**config.mk**
```make
export PLATFORM = sky130hd
export DESIGN_NAME = triggered_min_max_scope_capture_core
export DESIGN_NICKNAME = d
export VERILOG_FILES = /design/src/scmmx_pkg.sv /design/src/triggered_min_max_scope_capture_core.sv /design/src/scmmx_front.sv /design/src/scmmx_queue.sv /design/src/scmmx_back.sv
export SDC_FILE = /design/constraint.sdc
export NUM_CORES = 2
export LEC_CHECK = 0
export BUFFER_PORTS_ARGS = -buffer_cell sky130_fd_sc_hd__buf_2
export CAP_MARGIN = 5
export CELL_PAD_IN_SITES_DETAIL_PLACEMENT = 0
export CELL_PAD_IN_SITES_GLOBAL_PLACEMENT = 1
export CORE_MARGIN = 3
export CORE_UTILIZATION = 30
export DETAILED_ROUTE_END_ITERATION = 6
export MAX_ROUTING_LAYER = met4
export PLACE_DENSITY_LB_ADDON = 0.05
export SKIP_CTS_REPAIR_TIMING = 1
export SYNTH_ARGS = -nofsm -noshare
export SYNTH_HDL_FRONTEND = slang
export SYNTH_SLANG_ARGS = --single-unit
```
**constraint.sdc**
```tcl
create_clock -name clk -period 28.1 [get_ports clk]
set_input_delay 5.62 -clock clk [delete_from_list [all_inputs] [get_ports clk]]
set_output_delay 5.62 -clock clk [all_outputs]
set_load 0.1 [all_outputs]
```
**src/scmmx_pkg.sv**
```systemverilog
package scmmx_pkg;

  localparam int TRACKS      = 8;
  localparam int SAMPLE_BITS = 16;
  localparam int POINTS_DEF  = 256;

  localparam int TRACK_W = (TRACKS > 1) ? $clog2(TRACKS) : 1;
  localparam int PIDX_W  = 8;
  localparam int FPP_W   = 20;
  localparam int THR_W   = 16;
  localparam int CFG_W   = 20;
  localparam int CFG_IDX_W = 2;

  localparam int Q_DEPTH = 2;
  localparam int Q_PTR_W = (Q_DEPTH > 1) ? $clog2(Q_DEPTH) : 1;
  localparam int Q_CNT_W = $clog2(Q_DEPTH + 1);

  typedef logic signed [SAMPLE_BITS-1:0] sample_t;
  typedef sample_t [TRACKS-1:0] samples_t;

  localparam sample_t SAMPLE_MAX = {1'b0, {(SAMPLE_BITS-1){1'b1}}};
  localparam sample_t SAMPLE_MIN = {1'b1, {(SAMPLE_BITS-1){1'b0}}};

  // configuration register indexes
  typedef enum logic [CFG_IDX_W-1:0] {
    CFG_TRIGGER_ENABLE   = 2'd0,
    CFG_FRAMES_PER_POINT = 2'd1,
    CFG_TRIGGER_HIGH     = 2'd2,
    CFG_TRIGGER_LOW      = 2'd3
  } cfg_idx_t;

  localparam logic             RST_TRIGGER_ENABLE   = 1'b1;
  localparam logic [FPP_W-1:0] RST_FRAMES_PER_POINT = 20'd94;
  localparam logic signed [THR_W-1:0] RST_TRIGGER_HIGH = 16'sd3;
  localparam logic signed [THR_W-1:0] RST_TRIGGER_LOW  = 16'sd0;

  // one finished window, all tracks
  typedef struct packed {
    logic [PIDX_W-1:0] point;
    samples_t          mins;
    samples_t          maxs;
  } window_t;

endpackage

```
**src/triggered_min_max_scope_capture_core.sv**
```systemverilog
// a closed window passes through the queue, the window register and the output register
// throughput: while out_ready is high, one frame per cycle if windows span 8 or more
//   frames; each closed window sends 8 results, one per cycle, via the output register
// a two-entry window queue between the min/max tracker and the serializer absorbs stalls
// reset (synchronous, rst_n low): registers to defaults, trackers cleared, sweep starts
//   at once, trigger detector high, queue and output empty
module triggered_min_max_scope_capture_core #(
  parameter int POINTS = scmmx_pkg::POINTS_DEF
) (
  input  logic                              clk,
  input  logic                              rst_n,
  input  logic                              cfg_we,
  input  logic [scmmx_pkg::CFG_IDX_W-1:0]   cfg_index,
  input  logic [scmmx_pkg::CFG_W-1:0]       cfg_data,
  input  logic                              in_valid,
  output logic                              in_ready,
  input  scmmx_pkg::sample_t                in_sample_0,
  input  scmmx_pkg::sample_t                in_sample_1,
  input  scmmx_pkg::sample_t                in_sample_2,
  input  scmmx_pkg::sample_t                in_sample_3,
  input  scmmx_pkg::sample_t                in_sample_4,
  input  scmmx_pkg::sample_t                in_sample_5,
  input  scmmx_pkg::sample_t                in_sample_6,
  input  scmmx_pkg::sample_t                in_sample_7,
  input  logic [scmmx_pkg::TRACKS-1:0]      in_connected_mask,
  output logic                              out_valid,
  input  logic                              out_ready,
  output logic [scmmx_pkg::TRACK_W-1:0]     out_track,
  output logic [scmmx_pkg::PIDX_W-1:0]      out_point_index,
  output scmmx_pkg::sample_t                out_window_min,
  output scmmx_pkg::sample_t                out_window_max,
  output logic                              out_last_of_point
);

  scmmx_pkg::samples_t samples;
  scmmx_pkg::window_t  q_wdata, q_rdata;
  logic                q_push, q_full, q_pop, q_valid;

  assign samples[0] = in_sample_0;
  assign samples[1] = in_sample_1;
  assign samples[2] = in_sample_2;
  assign samples[3] = in_sample_3;
  assign samples[4] = in_sample_4;
  assign samples[5] = in_sample_5;
  assign samples[6] = in_sample_6;
  assign samples[7] = in_sample_7;

  scmmx_front #(
    .POINTS(POINTS)
  ) u_front (
    .clk        (clk),
    .rst_n      (rst_n),
    .cfg_we     (cfg_we),
    .cfg_index  (scmmx_pkg::cfg_idx_t'(cfg_index)),
    .cfg_data   (cfg_data),
    .in_valid   (in_valid),
    .in_ready   (in_ready),
    .in_samples (samples),
    .in_mask    (in_connected_mask),
    .q_full     (q_full),
    .q_push     (q_push),
    .q_wdata    (q_wdata)
  );

  scmmx_queue u_queue (
    .clk    (clk),
    .rst_n  (rst_n),
    .push   (q_push),
    .wdata  (q_wdata),
    .full   (q_full),
    .pop    (q_pop),
    .rvalid (q_valid),
    .rdata  (q_rdata)
  );

  scmmx_back u_back (
    .clk               (clk),
    .rst_n             (rst_n),
    .q_valid           (q_valid),
    .q_rdata           (q_rdata),
    .q_pop             (q_pop),
    .out_valid         (out_valid),
    .out_ready         (out_ready),
    .out_track         (out_track),
    .out_point_index   (out_point_index),
    .out_window_min    (out_window_min),
    .out_window_max    (out_window_max),
    .out_last_of_point (out_last_of_point)
  );

endmodule

```
**src/scmmx_front.sv**
```systemverilog
module scmmx_front #(
  parameter int POINTS = scmmx_pkg::POINTS_DEF
) (
  input  logic                                clk,
  input  logic                                rst_n,
  input  logic                                cfg_we,
  input  scmmx_pkg::cfg_idx_t                 cfg_index,
  input  logic [scmmx_pkg::CFG_W-1:0]         cfg_data,
  input  logic                                in_valid,
  output logic                                in_ready,
  input  scmmx_pkg::samples_t                 in_samples,
  input  logic [scmmx_pkg::TRACKS-1:0]        in_mask,
  input  logic                                q_full,
  output logic                                q_push,
  output scmmx_pkg::window_t                  q_wdata
);

  localparam int POS_W = $clog2(POINTS) + 1;
  localparam logic [POS_W-1:0] POS_DONE = POS_W'(POINTS);

  logic                                   trig_en_r;
  logic [scmmx_pkg::FPP_W-1:0]            fpp_r;
  logic signed [scmmx_pkg::THR_W-1:0]     thr_high_r;
  logic signed [scmmx_pkg::THR_W-1:0]     thr_low_r;

  scmmx_pkg::samples_t                    min_r, min_nxt, min_new;
  scmmx_pkg::samples_t                    max_r, max_nxt, max_new;
  logic [scmmx_pkg::FPP_W-1:0]            cnt_r, cnt_nxt, cnt_inc, win_len;
  logic [POS_W-1:0]                       pos_r, pos_nxt, eff_pos;
  logic                                   sh_r, sh_nxt;

  logic                                   accept, done, go, fire, found, running, win_end;
  scmmx_pkg::sample_t                     sel_sample;

  assign in_ready = !q_full;
  assign accept   = in_valid && in_ready;
  assign done     = (pos_r == POS_DONE);
  assign win_len  = (fpp_r == '0) ? scmmx_pkg::FPP_W'(1) : fpp_r;

  // first connected track feeds the trigger
  always_comb begin
    found      = 1'b0;
    sel_sample = '0;
    for (int i = 0; i < scmmx_pkg::TRACKS; i++) begin
      if (!found && in_mask[i]) begin
        found      = 1'b1;
        sel_sample = in_samples[i];
      end
    end
  end

  // schmitt detector, only advanced while waiting for a restart
  always_comb begin
    fire   = 1'b0;
    sh_nxt = sh_r;
    if (accept && done && trig_en_r && found) begin
      if (sh_r) begin
        if (sel_sample <= thr_low_r) sh_nxt = 1'b0;
      end else if (sel_sample >= thr_high_r) begin
        sh_nxt = 1'b1;
        fire   = 1'b1;
      end
    end
    go = done && (!trig_en_r || fire);
    if (accept && go) sh_nxt = 1'b1;
  end

  always_comb begin
    for (int i = 0; i < scmmx_pkg::TRACKS; i++) begin
      min_new[i] = ($signed(in_samples[i]) < $signed(min_r[i])) ? in_samples[i] : min_r[i];
      max_new[i] = ($signed(in_samples[i]) > $signed(max_r[i])) ? in_samples[i] : max_r[i];
    end
  end

  assign running = !done || go;
  assign eff_pos = go ? '0 : pos_r;
  assign cnt_inc = (go ? '0 : cnt_r) + scmmx_pkg::FPP_W'(1);
  assign win_end = accept && running && (cnt_inc >= win_len);

  always_comb begin
    min_nxt = min_r;
    max_nxt = max_r;
    cnt_nxt = cnt_r;
    pos_nxt = pos_r;
    if (accept && running) begin
      if (win_end) begin
        for (int i = 0; i < scmmx_pkg::TRACKS; i++) begin
          min_nxt[i] = scmmx_pkg::SAMPLE_MAX;
          max_nxt[i] = scmmx_pkg::SAMPLE_MIN;
        end
        cnt_nxt = '0;
        pos_nxt = eff_pos + POS_W'(1);
      end else begin
        min_nxt = min_new;
        max_nxt = max_new;
        cnt_nxt = cnt_inc;
        pos_nxt = eff_pos;
      end
    end
  end

  assign q_push        = win_end;
  assign q_wdata.point = scmmx_pkg::PIDX_W'(eff_pos);
  assign q_wdata.mins  = min_new;
  assign q_wdata.maxs  = max_new;

  always_ff @(posedge clk) begin
    if (!rst_n) begin
      trig_en_r  <= scmmx_pkg::RST_TRIGGER_ENABLE;
      fpp_r      <= scmmx_pkg::RST_FRAMES_PER_POINT;
      thr_high_r <= scmmx_pkg::RST_TRIGGER_HIGH;
      thr_low_r  <= scmmx_pkg::RST_TRIGGER_LOW;
      for (int i = 0; i < scmmx_pkg::TRACKS; i++) begin
        min_r[i] <= scmmx_pkg::SAMPLE_MAX;
        max_r[i] <= scmmx_pkg::SAMPLE_MIN;
      end
      cnt_r <= '0;
      pos_r <= '0;
      sh_r  <= 1'b1;
    end else begin
      if (cfg_we) begin
        case (cfg_index)
          scmmx_pkg::CFG_TRIGGER_ENABLE:   trig_en_r  <= cfg_data[0];
          scmmx_pkg::CFG_FRAMES_PER_POINT: fpp_r      <= cfg_data[scmmx_pkg::FPP_W-1:0];
          scmmx_pkg::CFG_TRIGGER_HIGH:     thr_high_r <= cfg_data[scmmx_pkg::THR_W-1:0];
          scmmx_pkg::CFG_TRIGGER_LOW:      thr_low_r  <= cfg_data[scmmx_pkg::THR_W-1:0];
          default: ;
        endcase
      end
      min_r <= min_nxt;
      max_r <= max_nxt;
      cnt_r <= cnt_nxt;
      pos_r <= pos_nxt;
      sh_r  <= sh_nxt;
    end
  end

  a_pos_range: assert property (@(posedge clk) disable iff (!rst_n) pos_r <= POS_DONE)
    else $error("sweep position beyond end of sweep");

  // a finished sweep leaves the counter and trackers cleared for the restart frame; checked on track 0
  a_done_clear: assert property (@(posedge clk) disable iff (!rst_n)
    done |-> (cnt_r == '0) && (min_r[0] == scmmx_pkg::SAMPLE_MAX)
             && (max_r[0] == scmmx_pkg::SAMPLE_MIN))
    else $error("trackers not clear while waiting for restart");

  a_push_room: assert property (@(posedge clk) disable iff (!rst_n) q_push |-> !q_full)
    else $error("window pushed into a full queue");

endmodule

```
**src/scmmx_queue.sv**
```systemverilog
module scmmx_queue (
  input  logic               clk,
  input  logic               rst_n,
  input  logic               push,
  input  scmmx_pkg::window_t wdata,
  output logic               full,
  input  logic               pop,
  output logic               rvalid,
  output scmmx_pkg::window_t rdata
);

  scmmx_pkg::window_t                 mem_r [scmmx_pkg::Q_DEPTH];
  logic [scmmx_pkg::Q_PTR_W-1:0]      wr_ptr_r, rd_ptr_r;
  logic [scmmx_pkg::Q_CNT_W-1:0]      cnt_r;
  logic                               do_push, do_pop;

  assign full    = (cnt_r == scmmx_pkg::Q_CNT_W'(scmmx_pkg::Q_DEPTH));
  assign rvalid  = (cnt_r != '0);
  assign rdata   = mem_r[rd_ptr_r];
  assign do_push = push && !full;
  assign do_pop  = pop && rvalid;

  always_ff @(posedge clk) begin
    if (do_push) mem_r[wr_ptr_r] <= wdata;
  end

  // depth is a power of two, pointers wrap on their own
  always_ff @(posedge clk) begin
    if (!rst_n) begin
      wr_ptr_r <= '0;
      rd_ptr_r <= '0;
      cnt_r    <= '0;
    end else begin
      if (do_push) wr_ptr_r <= wr_ptr_r + scmmx_pkg::Q_PTR_W'(1);
      if (do_pop)  rd_ptr_r <= rd_ptr_r + scmmx_pkg::Q_PTR_W'(1);
      case ({do_push, do_pop})
        2'b10:   cnt_r <= cnt_r + scmmx_pkg::Q_CNT_W'(1);
        2'b01:   cnt_r <= cnt_r - scmmx_pkg::Q_CNT_W'(1);
        default: cnt_r <= cnt_r;
      endcase
    end
  end

  a_no_underflow: assert property (@(posedge clk) disable iff (!rst_n) pop |-> rvalid)
    else $error("pop from empty queue");

  a_count_range: assert property (@(posedge clk) disable iff (!rst_n)
    cnt_r <= scmmx_pkg::Q_CNT_W'(scmmx_pkg::Q_DEPTH))
    else $error("queue count out of range");

  a_fill_track: assert property (@(posedge clk) disable iff (!rst_n)
    (push && !full && !pop) |=> rvalid)
    else $error("pushed entry not visible");

endmodule

```
**src/scmmx_back.sv**
```systemverilog
module scmmx_back (
  input  logic                               clk,
  input  logic                               rst_n,
  input  logic                               q_valid,
  input  scmmx_pkg::window_t                 q_rdata,
  output logic                               q_pop,
  output logic                               out_valid,
  input  logic                               out_ready,
  output logic [scmmx_pkg::TRACK_W-1:0]      out_track,
  output logic [scmmx_pkg::PIDX_W-1:0]       out_point_index,
  output scmmx_pkg::sample_t                 out_window_min,
  output scmmx_pkg::sample_t                 out_window_max,
  output logic                               out_last_of_point
);

  localparam logic [scmmx_pkg::TRACK_W-1:0] LAST_TRK = scmmx_pkg::TRACK_W'(scmmx_pkg::TRACKS - 1);

  scmmx_pkg::window_t                  win_r;
  logic                                busy_r;
  logic [scmmx_pkg::TRACK_W-1:0]       idx_r;

  logic                                out_valid_r;
  logic [scmmx_pkg::TRACK_W-1:0]       out_track_r;
  logic [scmmx_pkg::PIDX_W-1:0]        out_point_r;
  scmmx_pkg::sample_t                  out_min_r, out_max_r;
  logic                                out_last_r;

  logic                                out_free, emit, last;

  assign out_free = !out_valid_r || out_ready;
  assign emit     = busy_r && out_free;
  assign last     = (idx_r == LAST_TRK);
  // next window is loaded as the last track of the current one goes out
  assign q_pop    = q_valid && (!busy_r || (emit && last));

  always_ff @(posedge clk) begin
    if (q_pop) win_r <= q_rdata;
    if (emit) begin
      out_track_r <= idx_r;
      out_point_r <= win_r.point;
      out_min_r   <= win_r.mins[idx_r];
      out_max_r   <= win_r.maxs[idx_r];
      out_last_r  <= last;
    end
  end

  always_ff @(posedge clk) begin
    if (!rst_n) begin
      busy_r      <= 1'b0;
      idx_r       <= '0;
      out_valid_r <= 1'b0;
    end else begin
      if (q_pop) begin
        busy_r <= 1'b1;
        idx_r  <= '0;
      end else if (emit) begin
        if (last) busy_r <= 1'b0;
        idx_r <= idx_r + scmmx_pkg::TRACK_W'(1);
      end
      if (emit)           out_valid_r <= 1'b1;
      else if (out_ready) out_valid_r <= 1'b0;
    end
  end

  assign out_valid         = out_valid_r;
  assign out_track         = out_track_r;
  assign out_point_index   = out_point_r;
  assign out_window_min    = out_min_r;
  assign out_window_max    = out_max_r;
  assign out_last_of_point = out_last_r;

  a_idx_range: assert property (@(posedge clk) disable iff (!rst_n) idx_r <= LAST_TRK)
    else $error("track index out of range");

  a_no_drop: assert property (@(posedge clk) disable iff (!rst_n)
    (out_valid_r && !out_ready) |=> out_valid_r)
    else $error("stalled result dropped");

  a_last_flag: assert property (@(posedge clk) disable iff (!rst_n)
    (emit && last) |=> (out_last_r && out_track_r == LAST_TRK))
    else $error("last result of a point not flagged");

endmodule
```
# --- Yosys cells after proc, flatten, opt, wreduce, memory -nomap -nowiden ---
# Memory sizes are Yosys's and may differ from the RTL's. A register that Yosys moved wholly into a read port is not among the register bits.
# Cells that the tools add are included.
word_totals:
  ff_bits: 392
  mem_bits_rw: 528
  input_bits: 163
  out_inout_bits: 46
  word_cells: 177
  n_memories: 1
classes:
  addsub: 7
  n_lt_le_gt_ge: 20
  n_eq_ne: 8
  mux: 56
  n_bitwise: 1
  n_reduce_logical: 50
memory_table:
  columns: ["name", "depth", "word_bits", "rd", "rd_ports_with_merged_regs", "write_ports", "line", "rtl"]
  rows:
  - ["u_queue.mem_r", 2, 264, 1, 1, 1, "scmmx_queue.sv:12", "scmmx_pkg::window_t mem_r [scmmx_pkg::Q_DEPTH];"]
ops:
  columns: ["cell", "n"]
  rows:
  - ["two-way mux 16 bit", 26]
  - ["two-way mux 128 bit", 2]
  - ["> comparator 16 bit", 8]
  - ["less-than comparator 16 bit", 8]
  - ["binary-select mux 16 bit (select 3 bit)", 2]
  - ["two-way mux 20 bit", 3]
  - ["adder 20 x 1 -> 20 bit, second input constant", 1]
  - ["greater-or-equal comparator 20 bit", 1]
  - ["logical AND 1 bit", 20]
  - ["logical NOT 20 bit", 1]
  - ["two-way mux 1 bit", 20]
  - ["two-way mux 9 bit", 2]
  - ["greater-or-equal comparator 16 bit", 1]
  - ["<= comparator 16 bit", 1]
  - ["logical NOT 1 bit", 12]
  - ["AND reduction 2 bit", 5]
  - ["nonzero test 2 bit", 5]
  - ["adder 9 x 1 -> 9 bit, second input constant", 1]
  - ["equality test 9 bit, second input constant", 1]
  - ["equality test 2 bit, second input constant", 4]
  - ["equality test 2 x 1 -> 1 bit, second input constant", 2]
  - ["logical OR 1 bit", 4]
  - ["less-than comparator 3 x 4 -> 1 bit, second input constant", 1]
  - ["one-hot mux 2 bit (2 select lines)", 1]
  - ["other kinds (8)", 10]

# --- Logic depth before layout (Yosys ltp) ---
logic_depth:
  ltp_word: 35
  ltp_mapped: 38
  mapped_depth_nobuf: 34

# --- By module ---
# A second synthesis with hierarchy kept.
unflattened:
  cells_unflattened: 4187
  area_unflattened_um2: 54359.6
by_module_without_submodules:
  columns: ["module", "instances", "cells_each", "area_per_inst_um2", "seq_area_each_um2"]
  rows:
  - ["scmmx_front", 1, 2891, 23730.3, 6786.5]
  - ["scmmx_queue", 1, 847, 19227.2, 15955.3]
  - ["scmmx_back", 1, 449, 11402.2, 9349.0]

# --- Worst setup path before layout ---
# No wires, ideal clock.
synth_path:
  path_type: "input-to-reg"
  start: "input port in_connected_mask[0] in the netlist's numbering"
  end: "memory u_queue.mem_r[0][0] in the netlist's numbering, enable pin"
  setup_time_ns: 0.895
  t_arrival_ns: 22.835
  t_required_ns: 27.205
  slack_ns: 4.370
  cell_stages: 31
  n_path_buf: 4
  path_cell_list: "clkbuf_1 -> or4_1 -> nor4b_2 -> clkbuf_1 -> a21oi_1 -> a21oi_1 -> ha_1 -> a211oi_1 -> o21bai_1 -> nor4_1 -> a21oi_1 -> o21ai_0 -> a21oi_1 -> clkbuf_1 -> buf_1 -> nor2_1 -> ha_1 -> nand4_1 -> nor2_1 -> and3_1 -> and4_1 -> or3b_2 -> nand2_1 -> ha_1 -> nand2_1 -> o21ai_0 -> a2111oi_1 -> a21oi_1 -> and2_4 -> o211ai_2 -> nor2_1"
synth_between:
  elab_chain_len: 35
  word_cells_on_any_way: 46
  cone_classes: "add/sub (1); order compare (2); mux (22); reduce/logical (21)"
synth_lines:
  columns: ["item", "line", "rtl"]
  rows:
  - ["start, declared", "triggered_min_max_scope_capture_core.sv:25", "input logic [scmmx_pkg::TRACKS-1:0] in_connected_mask,"]
  - ["two-way mux 1 bit", "scmmx_front.sv:45", "if (!found && in_mask[i]) begin"]
  - ["logical NOT 1 bit", "scmmx_front.sv:45", null]
  - ["logical AND 1 bit", "scmmx_front.sv:45", null]
  - ["two-way mux 1 bit", "scmmx_front.sv:45", null]
  - ["logical NOT 1 bit", "scmmx_front.sv:45", null]
  - ["logical AND 1 bit", "scmmx_front.sv:45", null]
  - ["two-way mux 1 bit", "scmmx_front.sv:45", null]
  - ["logical NOT 1 bit", "scmmx_front.sv:45", null]
  - ["[19 not listed]", null, null]
  - ["logical AND 1 bit (*)", "scmmx_front.sv:64", "go = done && (!trig_en_r || fire);"]
  - ["two-way mux 20 bit", "scmmx_front.sv:77", "assign cnt_inc = (go ? '0 : cnt_r) + scmmx_pkg::FPP_W'(1);"]
  - ["adder 20 x 1 -> 20 bit", "scmmx_front.sv:77", null]
  - ["greater-or-equal comparator 20 bit", "scmmx_front.sv:78", "assign win_end = accept && running && (cnt_inc >= win_len);"]
  - ["logical AND 1 bit (*)", "scmmx_front.sv:78", null]
  - ["logical AND 1 bit (*)", "scmmx_queue.sv:20", "assign do_push = push && !full;"]
  - ["two-way mux 1 bit (*)", "scmmx_queue.sv:24", "if (do_push) mem_r[wr_ptr_r] <= wdata;"]
  - ["two-way mux 1 bit (not written as such) (*)", "scmmx_queue.sv:24", null]
  - ["end, declared", "scmmx_queue.sv:12", null]
# Every way passes the cells marked *; elsewhere a longest branch is shown, timed or not.

# --- Worst setup path after layout ---
layout_path:
  start: "input port in_connected_mask[1] in the netlist's numbering"
  end: "memory u_queue.mem_r[0][179] in the netlist's numbering, enable pin"
layout_between:
  elab_chain_len: 33
  word_cells_on_any_way: 43
  cone_classes: "add/sub (1); order compare (2); mux (20); reduce/logical (20)"
layout_lines:
  columns: ["item", "line"]
  rows:
  - ["logical AND 1 bit (*)", "scmmx_front.sv:45"]
  - ["two-way mux 1 bit", "scmmx_front.sv:45"]
  - ["logical NOT 1 bit", "scmmx_front.sv:45"]
  - ["logical AND 1 bit", "scmmx_front.sv:45"]
  - ["two-way mux 1 bit", "scmmx_front.sv:45"]
  - ["logical NOT 1 bit", "scmmx_front.sv:45"]
  - ["logical AND 1 bit", "scmmx_front.sv:45"]
  - ["two-way mux 1 bit", "scmmx_front.sv:45"]
  - ["[17 not listed]", null]
  - ["logical AND 1 bit (*)", "scmmx_front.sv:64"]
  - ["two-way mux 20 bit", "scmmx_front.sv:77"]
  - ["adder 20 x 1 -> 20 bit", "scmmx_front.sv:77"]
  - ["greater-or-equal comparator 20 bit", "scmmx_front.sv:78"]
  - ["logical AND 1 bit (*)", "scmmx_front.sv:78"]
  - ["logical AND 1 bit (*)", "scmmx_queue.sv:20"]
  - ["two-way mux 1 bit (*)", "scmmx_queue.sv:24"]
  - ["two-way mux 1 bit (not written as such) (*)", "scmmx_queue.sv:24"]
# Marks and branches as above.

==> out/qor.txt <==
R2R depth -> 28
Status -> finished clean
# IOs -> 209
Die width -> 430.4 µm
Crit path time final -> 15.52 ns
Reg2reg start -> u_front.thr_high_r[5]$_SDFFE_PN0P_
CP max FO -> 105
CTS root buf -> clkbuf_16
Largest net degree at the start of global routing -> 138
H-tree depth -> 4
Setup_tns -> 0 ns
CP max stage delay -> 0.89 ns
Worst Max-Slew Pin Slew -> 1.402 ns
Most common cell on crit path -> a21oi_1
Cell Area, Synth -> 54020 µm²
Stages on worst setup path -> 35
Antenna Nets Post-Route -> 0
Number of global-route vias before repair -> 34.60k
Leak -> 23.05 nW
CP Data Arrival Time -> 15.91 ns
Worst vdd ir -> 0.05250 mV
Worst setup endpoint -> u_queue.mem_r[0][179]$_DFFE_PP_
Core outline area -> 178800 µm²
Fin nets -> 4831
Non-filler cells, final -> 6853
Clock sinks -> 1184
CTS buffer count -> 144
Skew final -> 0.02481 ns
HP Class -> reg -> reg
Share of post-route cells with drive strength above 1 -> 23.42%
Leading cell type in the layout, fill and taps excluded -> edfxtp_1
Worst setup EP type -> register
Worst R2R End -> u_queue.mem_r[0][179]$_DFFE_PP_
Initial antenna violation count -> 32
RSZ-0062 raised after global routing -> no
CP bufs+invs -> 5
DRC viols -> 0
HPWL after DPL -> 140.0 mm
Seq/Total Area, Yosys -> 59.37%
PD cells -> 67.85 nW/µm²
Peak Freq -> 0.06443 GHz
Crit. Startpoint -> in_connected_mask[1]
Startpoint Class -> primary input
Tcrit/Tclk final -> 55.24%
Finish-stage setup viols -> 0
TritonRoute pass-1 iters -> 5
Syn nets -> 4599
CP top delay family -> simple AND/OR/NAND/NOR gates
Via density -> 4.992
Total GRT Usage -> 21.24%
Netlist cell types -> 77
Most frequent cells in the layout -> edfxtp_1, mux2_2, dfxtp_1, nand2_1, inv_1
Slowest CP cell -> buf_4
Max cap viols -> 0
Vias -> 34.21k
Slew Limit Headroom -> 6.527%
Synth-to-layout area growth -> 15.69%
Post-synthesis register bit count -> 1184
Die height -> 430.4 µm
Total grt overflow -> 0
Initial Utilization -> 30.21%
Fraction of registers with async set/reset -> 0%
Gp weighted congestion -> 0.8190
Max Slew Vio Count -> 0
Post-synth EDFFs -> 836
R2r setup slk -> 19.53 ns
Full die area -> 185200 µm²
Syn Inst Count -> 4131
# port buffers -> 208
Yosys warning count -> 0
CTS tree -> done
Wirelength, routed -> 193.2 mm
WL/cell -> 28.20 µm
Max Root-Sink Buffers -> 3
Crit path kind -> in -> reg
Global-route wire length before repair -> 270.1 mm
Iteration-0 DRC count of the detailed router -> 2610
Clk slew on worst S/H paths -> 0.05 ns
Critical Path RT -> 28.49 ns
Final Hold Viols -> 0
Mean Syn Cell Area -> 13.08 µm²
Clk Latency, worst-skew pair -> 0.78 ns
Top FF cell, synth -> edfxtp_1
Placed cells -> 6572
Site row count -> 155
synthesized netlist by cell type (all sizes together), types with 9 or more instances:
master   count  area, µm²
mux4        64       1441
nand2b      18      112.6
xnor2       11      96.34
a21oi      199       1007
dfxtp      348       6967
o31ai       10      75.07
nor4        14      87.58
o211ai      22      170.2
mux2i       46      460.4
a32o        31      310.3
and2         9      61.31
nor2b       20      125.1
o21a        23      172.7
mux2       467       5259
nor3        31      155.2
nand2      329       1235
o22a        32      280.3
nand4       39      244.0
edfxtp     836      25100
a2bb2oi     33      289.0
and4        10      87.58
xor2        14      122.6
nor2       139      531.8
o21ai      190      954.7
a221oi      16      140.1
ha         305       3816
o22ai       10      75.07
a21o        29      217.7
a22o        98      858.3
and3        10      62.56
inv        326       1224
a31oi       14      87.58
a22oi       18      135.1
buf         73      369.1
a211oi       9      67.56
or3         15      93.84
a2111oi     17      168.9
nand3       82      410.4
clkbuf     118      442.9
how the worst min path moves through the flow:
stage | startpoint | end | slack, ns | cells after the start
floorplan | u_back.win_r[256]$_DFFE_PP_ | u_back.out_point_index[0]$_DFFE_PP_ | 0.40 | 0
global placement | u_back.win_r[256]$_DFFE_PP_ | u_back.out_point_index[0]$_DFFE_PP_ | 0.40 | 0
detailed placement | u_back.win_r[260]$_DFFE_PP_ | u_back.out_point_index[4]$_DFFE_PP_ | 0.41 | 0
CTS | u_back.win_r[256]$_DFFE_PP_ | u_back.out_point_index[0]$_DFFE_PP_ | 0.42 | 0
global route | u_back.win_r[256]$_DFFE_PP_ | u_back.out_point_index[0]$_DFFE_PP_ | 0.44 | 0
finish | u_back.win_r[256]$_DFFE_PP_ | u_back.out_point_index[0]$_DFFE_PP_ | 0.42 | 0
registers in the layout, summed over array words and instances, names as in the netlist, 20 cells and up:
| signal | cells |
|---|---|
| u_back.win_r | 264 |
| u_front.max_r | 128 |
| u_front.fpp_r | 20 |
| u_queue.mem_r | 528 |
| u_front.cnt_r | 20 |
| u_front.min_r | 128 |
worst register-to-register path: cells and delay by family, from the launching register on:
family	cells	cell delay [ns]
compound gates	9	1.84
flops	1	0.33
fa+ha+maj	3	0.73
buf+inv	5	2.55
simple gates	11	2.70
per-stage QoR:
| step | setup slack [ns] | total power [mW] | cell area, µm² | util, % | hold slack, ns |
|---|---|---|---|---|---|
| after detailed placement | 11.83 | 2.472 | 57910 | 32.39 | 0.4051 |
| final | 12.58 | 4.240 | 62500 | 34.95 | 0.4205 |
| after floorplan | 4.370 | 2.269 | 54020 | - | 0.4003 |
| after CTS | 12.63 | 4.304 | 62460 | 34.93 | 0.4192 |
| after global placement | 11.85 | 2.472 | 57910 | 32.39 | 0.4039 |
| after global routing | 11.79 | 4.423 | 62490 | 34.95 | 0.4441 |
power breakdown:
| group | switching, mW | total [mW] | internal [mW] |
|---|---|---|---|
| Combinational | 0.312 | 0.485 | 0.173 |
| Clock | 0.753 | 1.81 | 1.05 |
| Sequential | 0.0247 | 1.95 | 1.92 |
| Total | 1.09 | 4.24 | 3.15 |
layer usage:
metal | up-vias | global-route usage, % | wire (µm)
met5 | - | - | 0
met4 | 0 | 5.132 | 4263
met3 | 196 | 2.955 | 6963
met2 | 638 | 33.79 | 91300
met1 | 17382 | 28.73 | 90700
li1 | 15996 | - | -
final cells by class:
class | instances | area (µm²)
Multi-Input combinational cell | 2430 | 20050
Inverter | 326 | 1226
Timing Repair Buffer | 277 | 1609
Clock inverter | 63 | 544.3
Antenna cell | 14 | 35.03
Tap cell | 2355 | 2947
Sequential cell | 1184 | 32080
Clock buffer | 204 | 4005
Fill cell | 17630 | 116300
logic make-up (layout without fill, tap and decap cells):
| logic type | after synthesis | count (layout) | share of synthesized area, % |
|---|---|---|---|
| AO/OA/AOI/OAI | 787 | 787 | 9.899 |
| flip-flops | 1184 | 1184 | 59.37 |
| multiplexers | 577 | 577 | 13.26 |
| adder cells (fa/ha/maj) | 305 | 305 | 7.064 |
| other | 0 | 14 | 0 |
| buffers and inverters | 517 | 870 | 3.768 |
| XOR/XNOR | 25 | 25 | 0.4053 |
| AND/OR/NAND/NOR | 736 | 736 | 6.242 |
No activity file was read; power rests on OpenSTA's default activity.
